## src/sv/slts_pkg.sv

```systemverilog
// shared types, constants and keyword lookup for the source lexer token scanner
`timescale 1ns / 1ps
`default_nettype none

package slts_pkg;

    localparam int KEPT_CHARS_DEF    = 12;
    localparam int POSITION_BITS_DEF = 16;

    localparam int CHAR_W     = 8;
    localparam int KIND_W     = 6;
    localparam int LEN_W      = 8;
    localparam int HEAD_BYTES = 8;
    localparam int HEAD_W     = HEAD_BYTES * CHAR_W;
    localparam int START_W    = 16;
    localparam int KW_MAX_LEN = 11;

    localparam logic [LEN_W-1:0] LEN_MAX = 8'd255;

    // token queue between scanner and output channel
    localparam int TQ_DEPTH = 4;
    localparam int TQ_PTR_W = 2;
    localparam int TQ_LVL_W = 3;

    typedef enum logic [7:0] {
        MODE_IDLE   = 8'b0000_0001,
        MODE_IDENT  = 8'b0000_0010,
        MODE_INT    = 8'b0000_0100,
        MODE_STRING = 8'b0000_1000,
        MODE_OP     = 8'b0001_0000,
        MODE_SLASH  = 8'b0010_0000,
        MODE_BLOCK  = 8'b0100_0000,
        MODE_LINE   = 8'b1000_0000
    } mode_t;

    typedef logic [KIND_W-1:0] kind_t;

    localparam kind_t KIND_IDENT       = 6'd0;
    localparam kind_t KIND_CLASS       = 6'd1;
    localparam kind_t KIND_EXTENDS     = 6'd2;
    localparam kind_t KIND_KW_INT      = 6'd3;
    localparam kind_t KIND_KW_STRING   = 6'd4;
    localparam kind_t KIND_BREAK       = 6'd5;
    localparam kind_t KIND_PRINT       = 6'd6;
    localparam kind_t KIND_READ        = 6'd7;
    localparam kind_t KIND_RETURN      = 6'd8;
    localparam kind_t KIND_SUPER       = 6'd9;
    localparam kind_t KIND_IF          = 6'd10;
    localparam kind_t KIND_ELSE        = 6'd11;
    localparam kind_t KIND_FOR         = 6'd12;
    localparam kind_t KIND_NEW         = 6'd13;
    localparam kind_t KIND_CONSTRUCTOR = 6'd14;
    localparam kind_t KIND_INT_LIT     = 6'd15;
    localparam kind_t KIND_STR_LIT     = 6'd16;
    localparam kind_t KIND_GE          = 6'd17;
    localparam kind_t KIND_LE          = 6'd18;
    localparam kind_t KIND_NE          = 6'd19;
    localparam kind_t KIND_EQ          = 6'd20;
    localparam kind_t KIND_ASSIGN      = 6'd21;
    localparam kind_t KIND_PLUS        = 6'd22;
    localparam kind_t KIND_MINUS       = 6'd23;
    localparam kind_t KIND_STAR        = 6'd24;
    localparam kind_t KIND_SLASH       = 6'd25;
    localparam kind_t KIND_PERCENT     = 6'd26;
    localparam kind_t KIND_LT          = 6'd27;
    localparam kind_t KIND_GT          = 6'd28;
    localparam kind_t KIND_NOT         = 6'd29;
    localparam kind_t KIND_LPAREN      = 6'd30;
    localparam kind_t KIND_RPAREN      = 6'd31;
    localparam kind_t KIND_LBRACKET    = 6'd32;
    localparam kind_t KIND_RBRACKET    = 6'd33;
    localparam kind_t KIND_LBRACE      = 6'd34;
    localparam kind_t KIND_RBRACE      = 6'd35;
    localparam kind_t KIND_COMMA       = 6'd36;
    localparam kind_t KIND_DOT         = 6'd37;
    localparam kind_t KIND_SEMI        = 6'd38;
    localparam kind_t KIND_INVALID     = 6'd39;

    localparam logic [CHAR_W-1:0] CH_NUL        = 8'h00;
    localparam logic [CHAR_W-1:0] CH_HT         = 8'h09;
    localparam logic [CHAR_W-1:0] CH_NL         = 8'h0A;
    localparam logic [CHAR_W-1:0] CH_CR         = 8'h0D;
    localparam logic [CHAR_W-1:0] CH_SPACE      = 8'h20;
    localparam logic [CHAR_W-1:0] CH_BANG       = 8'h21;
    localparam logic [CHAR_W-1:0] CH_QUOTE      = 8'h22;
    localparam logic [CHAR_W-1:0] CH_PERCENT    = 8'h25;
    localparam logic [CHAR_W-1:0] CH_LPAREN     = 8'h28;
    localparam logic [CHAR_W-1:0] CH_RPAREN     = 8'h29;
    localparam logic [CHAR_W-1:0] CH_STAR       = 8'h2A;
    localparam logic [CHAR_W-1:0] CH_PLUS       = 8'h2B;
    localparam logic [CHAR_W-1:0] CH_COMMA      = 8'h2C;
    localparam logic [CHAR_W-1:0] CH_MINUS      = 8'h2D;
    localparam logic [CHAR_W-1:0] CH_DOT        = 8'h2E;
    localparam logic [CHAR_W-1:0] CH_SLASH      = 8'h2F;
    localparam logic [CHAR_W-1:0] CH_DIGIT_0    = 8'h30;
    localparam logic [CHAR_W-1:0] CH_DIGIT_9    = 8'h39;
    localparam logic [CHAR_W-1:0] CH_SEMI       = 8'h3B;
    localparam logic [CHAR_W-1:0] CH_LT         = 8'h3C;
    localparam logic [CHAR_W-1:0] CH_EQ         = 8'h3D;
    localparam logic [CHAR_W-1:0] CH_GT         = 8'h3E;
    localparam logic [CHAR_W-1:0] CH_UPPER_A    = 8'h41;
    localparam logic [CHAR_W-1:0] CH_UPPER_Z    = 8'h5A;
    localparam logic [CHAR_W-1:0] CH_LBRACKET   = 8'h5B;
    localparam logic [CHAR_W-1:0] CH_RBRACKET   = 8'h5D;
    localparam logic [CHAR_W-1:0] CH_UNDERSCORE = 8'h5F;
    localparam logic [CHAR_W-1:0] CH_LOWER_A    = 8'h61;
    localparam logic [CHAR_W-1:0] CH_LOWER_Z    = 8'h7A;
    localparam logic [CHAR_W-1:0] CH_LBRACE     = 8'h7B;
    localparam logic [CHAR_W-1:0] CH_RBRACE     = 8'h7D;

    typedef struct packed {
        kind_t               kind;
        logic [LEN_W-1:0]    length;
        logic [HEAD_W-1:0]   head;
        logic [START_W-1:0]  start;
        logic                last;
    } token_t;

    typedef struct packed {
        mode_t               mode_next;
        logic [CHAR_W-1:0]   held_next;
        logic                push;
        logic                restart;
        logic [1:0]          n;
        token_t              r0;
        token_t              r1;
    } scan_out_t;

    typedef struct packed {
        logic [TQ_LVL_W-1:0] level;
        logic                room2;
    } fifo_stat_t;

    // txt[0] is the first token character
    function automatic kind_t keyword_kind(
        input logic [KW_MAX_LEN-1:0][CHAR_W-1:0] txt,
        input logic [LEN_W-1:0]                  len
    );
        kind_t kind;
        kind = KIND_IDENT;
        if (len == 8'd5 && {txt[0], txt[1], txt[2], txt[3], txt[4]} == "class")
            kind = KIND_CLASS;
        else if (len == 8'd7 &&
                 {txt[0], txt[1], txt[2], txt[3], txt[4], txt[5], txt[6]} == "extends")
            kind = KIND_EXTENDS;
        else if (len == 8'd3 && {txt[0], txt[1], txt[2]} == "int")
            kind = KIND_KW_INT;
        else if (len == 8'd6 &&
                 {txt[0], txt[1], txt[2], txt[3], txt[4], txt[5]} == "string")
            kind = KIND_KW_STRING;
        else if (len == 8'd5 && {txt[0], txt[1], txt[2], txt[3], txt[4]} == "break")
            kind = KIND_BREAK;
        else if (len == 8'd5 && {txt[0], txt[1], txt[2], txt[3], txt[4]} == "print")
            kind = KIND_PRINT;
        else if (len == 8'd4 && {txt[0], txt[1], txt[2], txt[3]} == "read")
            kind = KIND_READ;
        else if (len == 8'd6 &&
                 {txt[0], txt[1], txt[2], txt[3], txt[4], txt[5]} == "return")
            kind = KIND_RETURN;
        else if (len == 8'd5 && {txt[0], txt[1], txt[2], txt[3], txt[4]} == "super")
            kind = KIND_SUPER;
        else if (len == 8'd2 && {txt[0], txt[1]} == "if")
            kind = KIND_IF;
        else if (len == 8'd4 && {txt[0], txt[1], txt[2], txt[3]} == "else")
            kind = KIND_ELSE;
        else if (len == 8'd3 && {txt[0], txt[1], txt[2]} == "for")
            kind = KIND_FOR;
        else if (len == 8'd3 && {txt[0], txt[1], txt[2]} == "new")
            kind = KIND_NEW;
        else if (len == 8'd11 &&
                 {txt[0], txt[1], txt[2], txt[3], txt[4], txt[5], txt[6], txt[7],
                  txt[8], txt[9], txt[10]} == "constructor")
            kind = KIND_CONSTRUCTOR;
        return kind;
    endfunction

endpackage

`default_nettype wire

```

## src/sv/slts_char_if.sv

```systemverilog
// valid/ready channel carrying one source character
`timescale 1ns / 1ps
`default_nettype none

interface slts_char_if;
    logic                            valid;
    logic                            ready;
    logic [slts_pkg::CHAR_W-1:0]     char_code;

    modport source (output valid, output char_code, input ready);
    modport sink   (input valid, input char_code, output ready);
endinterface

`default_nettype wire

```

## src/sv/slts_token_if.sv

```systemverilog
// valid/ready channel carrying one scanned token
`timescale 1ns / 1ps
`default_nettype none

interface slts_token_if;
    logic                            valid;
    logic                            ready;
    logic [slts_pkg::KIND_W-1:0]     token_kind;
    logic [slts_pkg::LEN_W-1:0]      token_length;
    logic [slts_pkg::HEAD_W-1:0]     token_text_head;
    logic [slts_pkg::START_W-1:0]    token_start;
    logic                            last_of_run;

    modport source (output valid, output token_kind, output token_length,
                    output token_text_head, output token_start, output last_of_run,
                    input ready);
    modport sink   (input valid, input token_kind, input token_length,
                    input token_text_head, input token_start, input last_of_run,
                    output ready);
endinterface

`default_nettype wire

```

## src/sv/slts_scan.sv

```systemverilog
// next-state and token logic of the scanner for one character
`timescale 1ns / 1ps
`default_nettype none

module slts_scan (
    input  slts_pkg::mode_t                                           mode,
    input  logic [slts_pkg::CHAR_W-1:0]                               held,
    input  logic [slts_pkg::CHAR_W-1:0]                               c,
    input  logic [slts_pkg::LEN_W-1:0]                                count,
    input  logic [slts_pkg::KW_MAX_LEN-1:0][slts_pkg::CHAR_W-1:0]     txt,
    input  logic [slts_pkg::START_W-1:0]                              tok_start,
    input  logic [slts_pkg::START_W-1:0]                              cur_pos,
    output slts_pkg::scan_out_t                                       res
);

    logic                                              is_alpha;
    logic                                              is_digit;
    logic                                              is_space;
    slts_pkg::kind_t                                   single_kind;
    slts_pkg::mode_t                                   idle_mode;
    logic [slts_pkg::CHAR_W-1:0]                       idle_held;
    logic                                              idle_begin;
    logic                                              idle_emit;
    slts_pkg::mode_t                                   mode_n;
    logic [slts_pkg::CHAR_W-1:0]                       held_n;
    logic                                              push;
    logic                                              emit0;
    logic                                              emit0_pushed;
    slts_pkg::kind_t                                   kind0;
    logic                                              run_idle;
    logic                                              emit1;
    logic [slts_pkg::LEN_W-1:0]                        count_p;
    logic [slts_pkg::HEAD_BYTES-1:0][slts_pkg::CHAR_W-1:0] head_cur;
    logic [slts_pkg::HEAD_BYTES-1:0][slts_pkg::CHAR_W-1:0] head_pushed;
    slts_pkg::token_t                                  tok0;
    slts_pkg::token_t                                  tok_idle;

    always_comb
    begin
        is_alpha = c inside {[slts_pkg::CH_UPPER_A:slts_pkg::CH_UPPER_Z],
                             [slts_pkg::CH_LOWER_A:slts_pkg::CH_LOWER_Z]};
        is_digit = c inside {[slts_pkg::CH_DIGIT_0:slts_pkg::CH_DIGIT_9]};
        is_space = c inside {[slts_pkg::CH_HT:slts_pkg::CH_CR], slts_pkg::CH_SPACE};
    end

    // kind of a character that is a whole token by itself
    always_comb
    begin
        case (c)
            slts_pkg::CH_PLUS:     single_kind = slts_pkg::KIND_PLUS;
            slts_pkg::CH_MINUS:    single_kind = slts_pkg::KIND_MINUS;
            slts_pkg::CH_STAR:     single_kind = slts_pkg::KIND_STAR;
            slts_pkg::CH_PERCENT:  single_kind = slts_pkg::KIND_PERCENT;
            slts_pkg::CH_LPAREN:   single_kind = slts_pkg::KIND_LPAREN;
            slts_pkg::CH_RPAREN:   single_kind = slts_pkg::KIND_RPAREN;
            slts_pkg::CH_LBRACKET: single_kind = slts_pkg::KIND_LBRACKET;
            slts_pkg::CH_RBRACKET: single_kind = slts_pkg::KIND_RBRACKET;
            slts_pkg::CH_LBRACE:   single_kind = slts_pkg::KIND_LBRACE;
            slts_pkg::CH_RBRACE:   single_kind = slts_pkg::KIND_RBRACE;
            slts_pkg::CH_COMMA:    single_kind = slts_pkg::KIND_COMMA;
            slts_pkg::CH_DOT:      single_kind = slts_pkg::KIND_DOT;
            slts_pkg::CH_SEMI:     single_kind = slts_pkg::KIND_SEMI;
            default:               single_kind = slts_pkg::KIND_INVALID;
        endcase
    end

    // fresh scan of the character from the idle mode
    always_comb
    begin
        idle_mode  = slts_pkg::MODE_IDLE;
        idle_held  = slts_pkg::CH_NUL;
        idle_begin = 1'b1;
        idle_emit  = 1'b0;
        if (is_space)
        begin
            idle_begin = 1'b0;
        end
        else if (is_alpha || c == slts_pkg::CH_UNDERSCORE)
        begin
            idle_mode = slts_pkg::MODE_IDENT;
        end
        else if (is_digit)
        begin
            idle_mode = slts_pkg::MODE_INT;
        end
        else if (c == slts_pkg::CH_SLASH)
        begin
            idle_mode = slts_pkg::MODE_SLASH;
            idle_held = c;
        end
        else if (c inside {slts_pkg::CH_LT, slts_pkg::CH_GT, slts_pkg::CH_BANG,
                           slts_pkg::CH_EQ})
        begin
            idle_mode = slts_pkg::MODE_OP;
            idle_held = c;
        end
        else if (c == slts_pkg::CH_QUOTE)
        begin
            idle_mode = slts_pkg::MODE_STRING;
        end
        else
        begin
            idle_emit = 1'b1;
        end
    end

    always_comb
    begin
        mode_n       = mode;
        held_n       = held;
        push         = 1'b0;
        emit0        = 1'b0;
        emit0_pushed = 1'b0;
        kind0        = slts_pkg::KIND_IDENT;
        run_idle     = 1'b0;
        case (mode)
            slts_pkg::MODE_IDENT:
            begin
                if (is_alpha || is_digit || c == slts_pkg::CH_UNDERSCORE)
                begin
                    push = 1'b1;
                end
                else
                begin
                    emit0    = 1'b1;
                    kind0    = slts_pkg::keyword_kind(txt, count);
                    run_idle = 1'b1;
                end
            end
            slts_pkg::MODE_INT:
            begin
                if (is_digit)
                begin
                    push = 1'b1;
                end
                else
                begin
                    emit0    = 1'b1;
                    kind0    = slts_pkg::KIND_INT_LIT;
                    run_idle = 1'b1;
                end
            end
            slts_pkg::MODE_STRING:
            begin
                // line breaks inside a string are dropped
                if (c != slts_pkg::CH_NL)
                begin
                    push = 1'b1;
                    if (c == slts_pkg::CH_QUOTE)
                    begin
                        emit0        = 1'b1;
                        emit0_pushed = 1'b1;
                        kind0        = slts_pkg::KIND_STR_LIT;
                        mode_n       = slts_pkg::MODE_IDLE;
                    end
                end
            end
            slts_pkg::MODE_OP:
            begin
                if (c == slts_pkg::CH_EQ)
                begin
                    push         = 1'b1;
                    emit0        = 1'b1;
                    emit0_pushed = 1'b1;
                    mode_n       = slts_pkg::MODE_IDLE;
                    held_n       = slts_pkg::CH_NUL;
                    case (held)
                        slts_pkg::CH_GT:   kind0 = slts_pkg::KIND_GE;
                        slts_pkg::CH_LT:   kind0 = slts_pkg::KIND_LE;
                        slts_pkg::CH_BANG: kind0 = slts_pkg::KIND_NE;
                        default:           kind0 = slts_pkg::KIND_EQ;
                    endcase
                end
                else
                begin
                    emit0    = 1'b1;
                    run_idle = 1'b1;
                    case (held)
                        slts_pkg::CH_GT:   kind0 = slts_pkg::KIND_GT;
                        slts_pkg::CH_LT:   kind0 = slts_pkg::KIND_LT;
                        slts_pkg::CH_BANG: kind0 = slts_pkg::KIND_NOT;
                        default:           kind0 = slts_pkg::KIND_ASSIGN;
                    endcase
                end
            end
            slts_pkg::MODE_SLASH:
            begin
                if (c == slts_pkg::CH_SLASH)
                begin
                    mode_n = slts_pkg::MODE_LINE;
                    held_n = slts_pkg::CH_NUL;
                end
                else if (c == slts_pkg::CH_STAR)
                begin
                    mode_n = slts_pkg::MODE_BLOCK;
                    held_n = slts_pkg::CH_NUL;
                end
                else
                begin
                    emit0    = 1'b1;
                    kind0    = slts_pkg::KIND_SLASH;
                    run_idle = 1'b1;
                end
            end
            slts_pkg::MODE_BLOCK:
            begin
                if (held == slts_pkg::CH_STAR && c == slts_pkg::CH_SLASH)
                begin
                    mode_n = slts_pkg::MODE_IDLE;
                    held_n = slts_pkg::CH_NUL;
                end
                else
                begin
                    held_n = (c == slts_pkg::CH_STAR) ? slts_pkg::CH_STAR : slts_pkg::CH_NUL;
                end
            end
            slts_pkg::MODE_LINE:
            begin
                if (c == slts_pkg::CH_NL)
                begin
                    mode_n = slts_pkg::MODE_IDLE;
                end
            end
            default:
            begin
                run_idle = 1'b1;
            end
        endcase
        if (run_idle)
        begin
            mode_n = idle_mode;
            held_n = idle_held;
        end
    end

    // text head of the held token, before and after appending this character
    always_comb
    begin
        count_p = (count == slts_pkg::LEN_MAX) ? slts_pkg::LEN_MAX : count + 8'd1;
        for (int i = 0; i < slts_pkg::HEAD_BYTES; i++)
        begin
            head_cur[i]    = (8'(i) < count) ? txt[i] : slts_pkg::CH_NUL;
            head_pushed[i] = (8'(i) < count)  ? txt[i] :
                             (8'(i) == count) ? c : slts_pkg::CH_NUL;
        end
    end

    always_comb
    begin
        emit1 = run_idle && idle_emit;

        tok0.kind   = kind0;
        tok0.length = emit0_pushed ? count_p : count;
        tok0.head   = emit0_pushed ? head_pushed : head_cur;
        tok0.start  = tok_start;
        tok0.last   = !emit1;

        tok_idle.kind   = single_kind;
        tok_idle.length = 8'd1;
        tok_idle.head   = slts_pkg::HEAD_W'(c);
        tok_idle.start  = cur_pos;
        tok_idle.last   = 1'b1;

        res.mode_next = mode_n;
        res.held_next = held_n;
        res.push      = push;
        res.restart   = run_idle && idle_begin;
        res.n         = {1'b0, emit0} + {1'b0, emit1};
        res.r0        = emit0 ? tok0 : tok_idle;
        res.r1        = tok_idle;
    end

endmodule

`default_nettype wire

```

## src/sv/slts_tok_fifo.sv

```systemverilog
// four-entry token queue taking up to two tokens per cycle
`timescale 1ns / 1ps
`default_nettype none

module slts_tok_fifo (
    input  logic                  clk,
    input  logic                  rst_n,
    input  logic [1:0]            push_n,
    input  slts_pkg::token_t      slot0,
    input  slts_pkg::token_t      slot1,
    slts_token_if.source          tok,
    output slts_pkg::fifo_stat_t  stat
);

    slts_pkg::token_t                    mem_reg [slts_pkg::TQ_DEPTH];
    logic [slts_pkg::TQ_PTR_W-1:0]       wr_ptr_reg;
    logic [slts_pkg::TQ_PTR_W-1:0]       rd_ptr_reg;
    logic [slts_pkg::TQ_LVL_W-1:0]       level_reg;
    logic                                pop;
    slts_pkg::token_t                    head;

    assign pop  = tok.valid && tok.ready;
    assign head = mem_reg[rd_ptr_reg];

    assign tok.valid           = level_reg != '0;
    assign tok.token_kind      = head.kind;
    assign tok.token_length    = head.length;
    assign tok.token_text_head = head.head;
    assign tok.token_start     = head.start;
    assign tok.last_of_run     = head.last;

    assign stat.level = level_reg;
    assign stat.room2 = level_reg <= slts_pkg::TQ_LVL_W'(slts_pkg::TQ_DEPTH - 2);

    always_ff @(posedge clk or negedge rst_n)
    begin
        if (!rst_n)
        begin
            wr_ptr_reg <= '0;
            rd_ptr_reg <= '0;
            level_reg  <= '0;
        end
        else
        begin
            wr_ptr_reg <= wr_ptr_reg + slts_pkg::TQ_PTR_W'(push_n);
            rd_ptr_reg <= rd_ptr_reg + slts_pkg::TQ_PTR_W'(pop);
            level_reg  <= level_reg + slts_pkg::TQ_LVL_W'(push_n)
                                    - slts_pkg::TQ_LVL_W'(pop);
        end
    end

    always_ff @(posedge clk)
    begin
        if (push_n != 2'd0)
        begin
            mem_reg[wr_ptr_reg] <= slot0;
        end
        if (push_n == 2'd2)
        begin
            mem_reg[wr_ptr_reg + slts_pkg::TQ_PTR_W'(1)] <= slot1;
        end
    end

endmodule

`default_nettype wire

```

## src/sv/source_lexer_token_scanner_core.sv

```systemverilog
// source lexer token scanner: characters in, tokens out
//
//  channel    dir  payload                                             transfer
//  char_in    in   char_code                                           valid & ready
//  token_out  out  token_kind, token_length, token_text_head,          valid & ready
//                  token_start, last_of_run
//
// one character is taken per cycle while char_in.ready is high; its tokens
// land in a four-entry queue the next cycle, one token leaves per cycle while
// token_out.ready is high, so a character that closes two tokens is absorbed by the queue.
// char_in.ready is high while the queue has room for two tokens.
// reset clears mode, held operator, token length and positions; text store is
// not reset. a pending token at the end of input stays held.
`timescale 1ns / 1ps
`default_nettype none

module source_lexer_token_scanner_core #(
    parameter int KEPT_CHARS    = slts_pkg::KEPT_CHARS_DEF,
    parameter int POSITION_BITS = slts_pkg::POSITION_BITS_DEF
) (
    input  logic          clk,
    input  logic          rst_n,
    slts_char_if.sink     char_in,
    slts_token_if.source  token_out
);

    localparam int IDX_W = $clog2(KEPT_CHARS);

    slts_pkg::mode_t                                           mode_reg;
    logic [slts_pkg::CHAR_W-1:0]                               held_reg;
    logic [slts_pkg::LEN_W-1:0]                                count_reg;
    logic [POSITION_BITS-1:0]                                  pos_reg;
    logic [POSITION_BITS-1:0]                                  start_reg;
    logic [slts_pkg::CHAR_W-1:0]                               store_reg [KEPT_CHARS];
    logic [slts_pkg::KW_MAX_LEN-1:0][slts_pkg::CHAR_W-1:0]     txt;
    logic                                                      accept;
    slts_pkg::scan_out_t                                       scan_res;
    slts_pkg::fifo_stat_t                                      fifo_stat;
    logic [1:0]                                                push_n;

    assign accept        = char_in.valid && char_in.ready;
    assign char_in.ready = fifo_stat.room2;
    assign push_n        = accept ? scan_res.n : 2'd0;

    always_comb
    begin
        for (int i = 0; i < slts_pkg::KW_MAX_LEN; i++)
        begin
            txt[i] = store_reg[i];
        end
    end

    slts_scan u_scan (
        .mode      (mode_reg),
        .held      (held_reg),
        .c         (char_in.char_code),
        .count     (count_reg),
        .txt       (txt),
        .tok_start (slts_pkg::START_W'(start_reg)),
        .cur_pos   (slts_pkg::START_W'(pos_reg)),
        .res       (scan_res)
    );

    slts_tok_fifo u_tok_fifo (
        .clk    (clk),
        .rst_n  (rst_n),
        .push_n (push_n),
        .slot0  (scan_res.r0),
        .slot1  (scan_res.r1),
        .tok    (token_out),
        .stat   (fifo_stat)
    );

    always_ff @(posedge clk or negedge rst_n)
    begin
        if (!rst_n)
        begin
            mode_reg  <= slts_pkg::MODE_IDLE;
            held_reg  <= slts_pkg::CH_NUL;
            count_reg <= '0;
            pos_reg   <= '0;
            start_reg <= '0;
        end
        else if (accept)
        begin
            mode_reg <= scan_res.mode_next;
            held_reg <= scan_res.held_next;
            pos_reg  <= pos_reg + POSITION_BITS'(1);
            if (scan_res.restart)
            begin
                count_reg <= 8'd1;
                start_reg <= pos_reg;
            end
            else if (scan_res.push && count_reg != slts_pkg::LEN_MAX)
            begin
                count_reg <= count_reg + 8'd1;
            end
        end
    end

    // only the first KEPT_CHARS characters of a token are kept
    always_ff @(posedge clk)
    begin
        if (accept)
        begin
            if (scan_res.restart)
            begin
                store_reg[0] <= char_in.char_code;
            end
            else if (scan_res.push && count_reg < 8'(KEPT_CHARS))
            begin
                store_reg[count_reg[IDX_W-1:0]] <= char_in.char_code;
            end
        end
    end

    a_tokens_show_up: assert property (@(posedge clk) disable iff (!rst_n)
        (accept && scan_res.n != 2'd0) |=> token_out.valid)
        else $error("token produced but output not valid");

    a_held_only_when_pending: assert property (@(posedge clk) disable iff (!rst_n)
        (held_reg != slts_pkg::CH_NUL) |->
            (mode_reg == slts_pkg::MODE_OP || mode_reg == slts_pkg::MODE_SLASH ||
             mode_reg == slts_pkg::MODE_BLOCK))
        else $error("held character outside operator, slash or block comment");

    a_op_holds_operator: assert property (@(posedge clk) disable iff (!rst_n)
        (mode_reg == slts_pkg::MODE_OP) |->
            (held_reg == slts_pkg::CH_LT || held_reg == slts_pkg::CH_GT ||
             held_reg == slts_pkg::CH_BANG || held_reg == slts_pkg::CH_EQ))
        else $error("operator mode without a pending operator");

    a_queue_bounded: assert property (@(posedge clk) disable iff (!rst_n)
        fifo_stat.level <= slts_pkg::TQ_LVL_W'(slts_pkg::TQ_DEPTH))
        else $error("token queue overflow");

endmodule

`default_nettype wire
```

## src/flat_wrapper.sv

```systemverilog
// flat-port wrapper written by rule: the top's interface ports become plain ports
module source_lexer_token_scanner_core_flat 
#(
    parameter int KEPT_CHARS    = slts_pkg::KEPT_CHARS_DEF,
    parameter int POSITION_BITS = slts_pkg::POSITION_BITS_DEF
)
  (clk, rst_n, char_in_valid, char_in_char_code, char_in_ready, token_out_valid, token_out_token_kind, token_out_token_length, token_out_token_text_head, token_out_token_start, token_out_last_of_run, token_out_ready);
  slts_char_if char_in_i ();
  slts_token_if token_out_i ();
  input  logic clk;
  input  logic rst_n;
  input wire logic [$bits(char_in_i.valid)-1:0] char_in_valid;
  input wire logic [$bits(char_in_i.char_code)-1:0] char_in_char_code;
  output wire logic [$bits(char_in_i.ready)-1:0] char_in_ready;
  output wire logic [$bits(token_out_i.valid)-1:0] token_out_valid;
  output wire logic [$bits(token_out_i.token_kind)-1:0] token_out_token_kind;
  output wire logic [$bits(token_out_i.token_length)-1:0] token_out_token_length;
  output wire logic [$bits(token_out_i.token_text_head)-1:0] token_out_token_text_head;
  output wire logic [$bits(token_out_i.token_start)-1:0] token_out_token_start;
  output wire logic [$bits(token_out_i.last_of_run)-1:0] token_out_last_of_run;
  input wire logic [$bits(token_out_i.ready)-1:0] token_out_ready;
  assign char_in_i.valid = char_in_valid;
  assign char_in_i.char_code = char_in_char_code;
  assign char_in_ready = char_in_i.ready;
  assign token_out_valid = token_out_i.valid;
  assign token_out_token_kind = token_out_i.token_kind;
  assign token_out_token_length = token_out_i.token_length;
  assign token_out_token_text_head = token_out_i.token_text_head;
  assign token_out_token_start = token_out_i.token_start;
  assign token_out_last_of_run = token_out_i.last_of_run;
  assign token_out_i.ready = token_out_ready;
  source_lexer_token_scanner_core #(.KEPT_CHARS(KEPT_CHARS), .POSITION_BITS(POSITION_BITS)) u_core (.clk(clk), .rst_n(rst_n), .char_in(char_in_i), .token_out(token_out_i));
endmodule
```

## config.mk

```make
export PLATFORM = sky130hd
export DESIGN_NAME = source_lexer_token_scanner_core_flat
export DESIGN_NICKNAME = d
export VERILOG_FILES = /design/src/sv/slts_pkg.sv /design/src/sv/slts_char_if.sv /design/src/sv/slts_token_if.sv /design/src/sv/slts_scan.sv /design/src/sv/slts_tok_fifo.sv /design/src/sv/source_lexer_token_scanner_core.sv /design/src/flat_wrapper.sv
export SDC_FILE = /design/constraint.sdc
export NUM_CORES = 1
export LEC_CHECK = 0
export ABC_AREA = 0
export BUFFER_PORTS_ARGS = -buffer_cell sky130_fd_sc_hd__buf_2
export CORE_ASPECT_RATIO = 0.7
export CORE_UTILIZATION = 32
export CTS_BUF_LIST = sky130_fd_sc_hd__clkbuf_16
export DETAILED_ROUTE_END_ITERATION = 10
export HOLD_SLACK_MARGIN = 0.12
export PLACE_DENSITY = 0.43
export SLEW_MARGIN = 30
export SYNTH_ARGS = -nofsm -noshare
export SYNTH_HDL_FRONTEND = slang
export SYNTH_HIERARCHICAL = 1
export SYNTH_SLANG_ARGS = --single-unit
```

## constraint.sdc

```tcl
create_clock -name clk -period 12.74 [get_ports clk]
set_clock_uncertainty 0.2 [all_clocks]
set_input_delay 1.274 -clock clk [delete_from_list [all_inputs] [get_ports clk]]
set_output_delay 1.274 -clock clk [all_outputs]
set_load 0.05 [all_outputs]
```

* Word level (Yosys, flattened, before mapping)
Memory sizes are Yosys's and may differ from the RTL's. Cells that the tools add are included.
Word-level totals: memories kept 2, output and inout bits 97, register bits 63, RAM bits 476, bits of input ports 12, logic and storage cells 270
Memory list:
- u_core.u_tok_fifo.mem_reg | words 4, bits a word 95, rd ports 1, clocked after Yosys merged registers in 0, wr ports 2, line slts_tok_fifo.sv:15 | slts_pkg::token_t mem_reg [slts_pkg::TQ_DEPTH];
- u_core.store_reg | words 12, bits a word 8, rd ports 11, clocked after Yosys merged registers in 0, wr ports 1, line source_lexer_token_scanner_core.sv:34 | logic [slts_pkg::CHAR_W-1:0] store_reg [KEPT_CHARS];
Cells by class: order comparisons 18, reduce and logical (&&, ||, !) cells 44, add/subtract/negate cells 8, multiplexer cells 119, eq/ne operators 71
Operators by type and width (count):
- $mux W8 | 46
- $eq A8 B6 Y1 const B | 21
- $eq A40 B39 Y1 const B | 4
- $eq A48 B47 Y1 const B | 2
- $mux W95 | 1
- $eq A88 B87 Y1 const B | 1
- $pmux W6 S13 | 1
- $eq A24 B23 Y1 const B | 3
- $mux W4 | 18
- $eq A32 B31 Y1 const B | 2
- $mux W64 | 1
- $eq A56 B55 Y1 const B | 1
- $eq A8 B7 Y1 const B | 6
- $mux W6 | 7
- $eq A8 B3 Y1 const B | 5
- $pmux W8 S5 | 1
- $eq A3 B8 Y1 const A | 4
- $lt A3 B8 Y1 const A | 4
- $mux W1 | 30
- $pmux W6 S5 | 1
- $logic_and A1 B1 Y1 | 25
- $mux W5 | 5
- $eq A8 B2 Y1 const B | 3
- $eq A8 B4 Y1 const B | 3
- 47 further kinds | 65

* Longest topological paths before layout
An unclocked memory read counts as a cell.
depth in word-level cells 20, mapped depth 18, mapped depth without buffers 14

* Modules after synthesis
The synthesis kept the hierarchy.
Modules (own cells, without submodules):
- slts_tok_fifo | area each 18765.5 µm², cells an instance 959, seq. area each 11586.1 µm², instances 1
- source_lexer_token_scanner_core | area each 5167.5 µm², cells an instance 337, seq. area each 4045.1 µm², instances 1
- slts_scan | area each 4645.7 µm², cells an instance 737, seq. area each 0.0 µm², instances 1

* Worst setup path after synthesis
OpenSTA, ideal clock, no wires.
path type input-to-reg, from in char_in_char_code[2], to mem u_core/u_tok_fifo/mem_reg[0][0] (netlist bit) (enable), arrival 10.192 ns, required time 11.860 ns, buffers on the path 1, slack 1.668 ns, library setup time 0.680 ns, cell stages on the path 11, cells stage by stage buf_2 -> o21ai_0 -> nand2_1 -> o211ai_1 -> a41oi_2 -> o21ai_0 -> nor2_1 -> ha_1 -> and3_1 -> o21bai_1 -> o21ai_0
RTL lines:
- start, declared | line flat_wrapper.sv:13 | input wire logic [$bits(char_in_i.char_code)-1:0] char_in_char_code;
- end, declared | line slts_tok_fifo.sv:15

==> impl_metrics.toml <==
[status]
status = "completed"

[yosys]
netlist_top_cells_area = "edfxtp_1, mux2_2, mux4_2"
yosys_most_used_dff = "edfxtp_1"
synthAdderAreaFrac_pct = 0.552
synth-seq-area-share_pct = 54.7
synth_compound_area_share_pct = 4.21
synth_xor_xnor_area_share_pct = 0.736
yosys.area.top_type = "edfxtp_1"
yosys_warnings = 6
synthMuxAreaShare_pct = 23.4
synth.avg_cell_area_um2 = 14.1
yosys.area_share.simple_pct = 11.2
synth-edff-count = 468
syn_inst = 2033
async_reset_ff_share_pct = 11.9
yosysUniqueCellTypes = 97
synth_top_area_share_pct = 49.2
synth_area_um2 = 28600
synth_top_family_by_area = "multiplexers"
ys_seq_elements = 531

[sta]
period_needed_ns = 7.18
fmax_ghz = 0.139
setup_violations = 0
finalWorstSetupSlack_ns = 5.56
maxSlewViolCount = 0
worst_pin_slew_ns = 1.01
tns_ns = 0
fin_crit_sh_pct = 56.3
hold_violations = 0
slew_headroom_pct = 32.0
rsz0062_at_grt = "no"
holdWs_ns = 0.284

[layout]
multi_input_area_um2 = 11800
seq_area_um2 = 15600
final_core_util_pct = 35.9
drive_gt1_share_pct = 33.5
diodes = 0
fill_cells = 8477
nets = 2119
area_growth_pct = 10.9
largest_reg_flops = 380
stdcell_count = 3305

[route]
drt_wl_total_um = 80900
drt_iter0_markers = 1170
num_vias = 17419
drc_errors = 0
dr.pass1.iters = 5
viasPerCell = 5.27
antenna_left = 0
avgRoutedWirePerCell_um = 24.5

[hold_path]
worstHoldPathCells = 2
holdCritPathClass = "register to register"
hp-start = "u_core/start_reg[14]"
hold_end = "u_core/start_reg[14]"

[clock_tree]
cts_buffers = 58
cts_setup_buffers = 0
cts.sinks = 531
path_clk_slew_ns = 0.07
cts_max_path_buffers = 3
worstSkewPairLatency_ns = 0.64
hold_buffers = 0
cts_resized = 0
cts_max_level = 2
clockRootBuffer = "clkbuf_16"
cts_tree = "yes"

[power]
vdd_drop_max_uv = 164
power.density_nw_per_um2 = 195
p_leak_nw = 11.2

[critical_path]
rrSetupSlack_ns = 6.40
r2r_start = "u_core/mode_reg[4]"
critPathKind = "input port to register"
rr_worst_depth = 12
r2r-end = "u_core/u_tok_fifo/mem_reg[2][86]"
startpoint = "char_in_char_code[2]"
crit_required_ns = 12.91
start_kind = "input port"
end_kind = "register"
cp_max_fo = 44
arrival_ns = 7.35

[grt]
grt_pass1_vias = 18350
grt_max_degree = 68
grt-ovfl-total = 0
grt_first_pass_wirelength_um = 122000
grt_usage_pct = 17.8
antenna_found_initial = 0
grt.busiest_layer = "met2"
met3_usage_pct = 3.00
met2_usage_pct = 28.1
grt_use_met1_pct = 25.6

[die]
num_rows = 91
die_y_um = 252
die_x_um = 359
ios = 109
start_util_pct = 32.4
coreArea_um2 = 88200
die-area_um2 = 90500

[place]
placed_cells = 3196
place_hpwl_um = 51200
io_buffers = 108
finalWeightedCongestion = 0.878
post-place-ws_ns = 4.87

[flow_run]
drv_cap = 0
[worst max-delay path, stage by stage]
cell	delay, ns
buf_2	0.56
nor2_1	0.23
a21o_1	0.24
o211ai_1	0.71
a41oi_2	0.37
o21ai_0	0.55
nor2_1	0.16
ha_1	0.33
and3_1	0.30
and4bb_4	0.59
buf_4	0.66
buf_4	0.72
mux2_2	0.41
[Yosys cell counts (30+ instances only)]
| cell | instances |
|---|---|
| nand4_1 | 32 |
| clkbuf_1 | 33 |
| and3_1 | 30 |
| nand2_1 | 178 |
| nor3_1 | 30 |
| nor2_1 | 72 |
| buf_2 | 55 |
| edfxtp_1 | 468 |
| buf_4 | 100 |
| mux2_2 | 327 |
| dfrtp_1 | 62 |
| mux4_2 | 95 |
| mux2_1 | 55 |
| nand3_1 | 31 |
| a21oi_1 | 53 |
[cell type report]
cell class | count | area share, %
sequential | 531 | 49.3
tap | 1162 | 4.59
inverter | 29 | 0.343
clock buffer | 62 | 4.90
timing repair buffer | 149 | 2.75
clock inverter | 46 | 0.991
multi-input combinational | 1326 | 37.1
[worst max-delay path by stage]
stage,slack [ns],cells past startpoint,to
3_5_place_dp,4.87,13,u_core/u_tok_fifo/mem_reg[3][92]
4_1_cts,5.55,13,u_core/u_tok_fifo/mem_reg[2][85]
2_1_floorplan,1.67,11,u_core/u_tok_fifo/mem_reg[0][0]
3_3_place_gp,5.00,13,u_core/u_tok_fifo/mem_reg[2][88]
6_report,5.56,13,u_core/u_tok_fifo/mem_reg[2][86]
5_1_grt,5.25,13,u_core/u_tok_fifo/mem_reg[2][88]
[metrics by stage]
step                power (W)  cell area [um2]
global placement      0.00459            29800
global route          0.00647            31700
detailed placement    0.00460            29800
CTS                   0.00628            31700
finish                0.00618            31700
floorplan             0.00403            28800
[cell families (layout without fill, tap and decap cells)]
family,after synthesis,in the layout
adder cells (fa/ha/maj),12,12
XOR/XNOR,24,24
multiplexers,495,495
other,2,65
AO/OA/AOI/OAI,170,170
AND/OR/NAND/NOR,560,560
flip-flops,531,531
buffers and inverters,239,286
[power by group]
group | internal, W | switching [W] | leakage (nW)
combinational | 0.000688 | 0.00151 | 5.19
sequential | 0.00217 | 0.000150 | 5.05
clock | 0.000936 | 0.000721 | 0.971
total | 0.00379 | 0.00239 | 11.2
[placed cells by master (no fill, tap or decap), types with 42 or more instances in the layout]
master	n
a21oi_1	53
edfxtp_1	468
inv_1	42
mux2_1	55
nand2_1	177
clkbuf_16	62
mux4_2	95
nor2_1	70
mux2_2	327
buf_2	108
conb_1	65
dfrtp_1	60
[per-layer routing]
metal | vias to the layer above | wire [um] | part of all wire (%)
li1 | 7948 | - | -
met4 | 0 | 1300 | 1.6
met5 | - | 0 | 0
met2 | 380 | 36900 | 46
met3 | 90 | 3370 | 4.2
met1 | 9001 | 39300 | 49
Power figures use the tool's default switching activity.
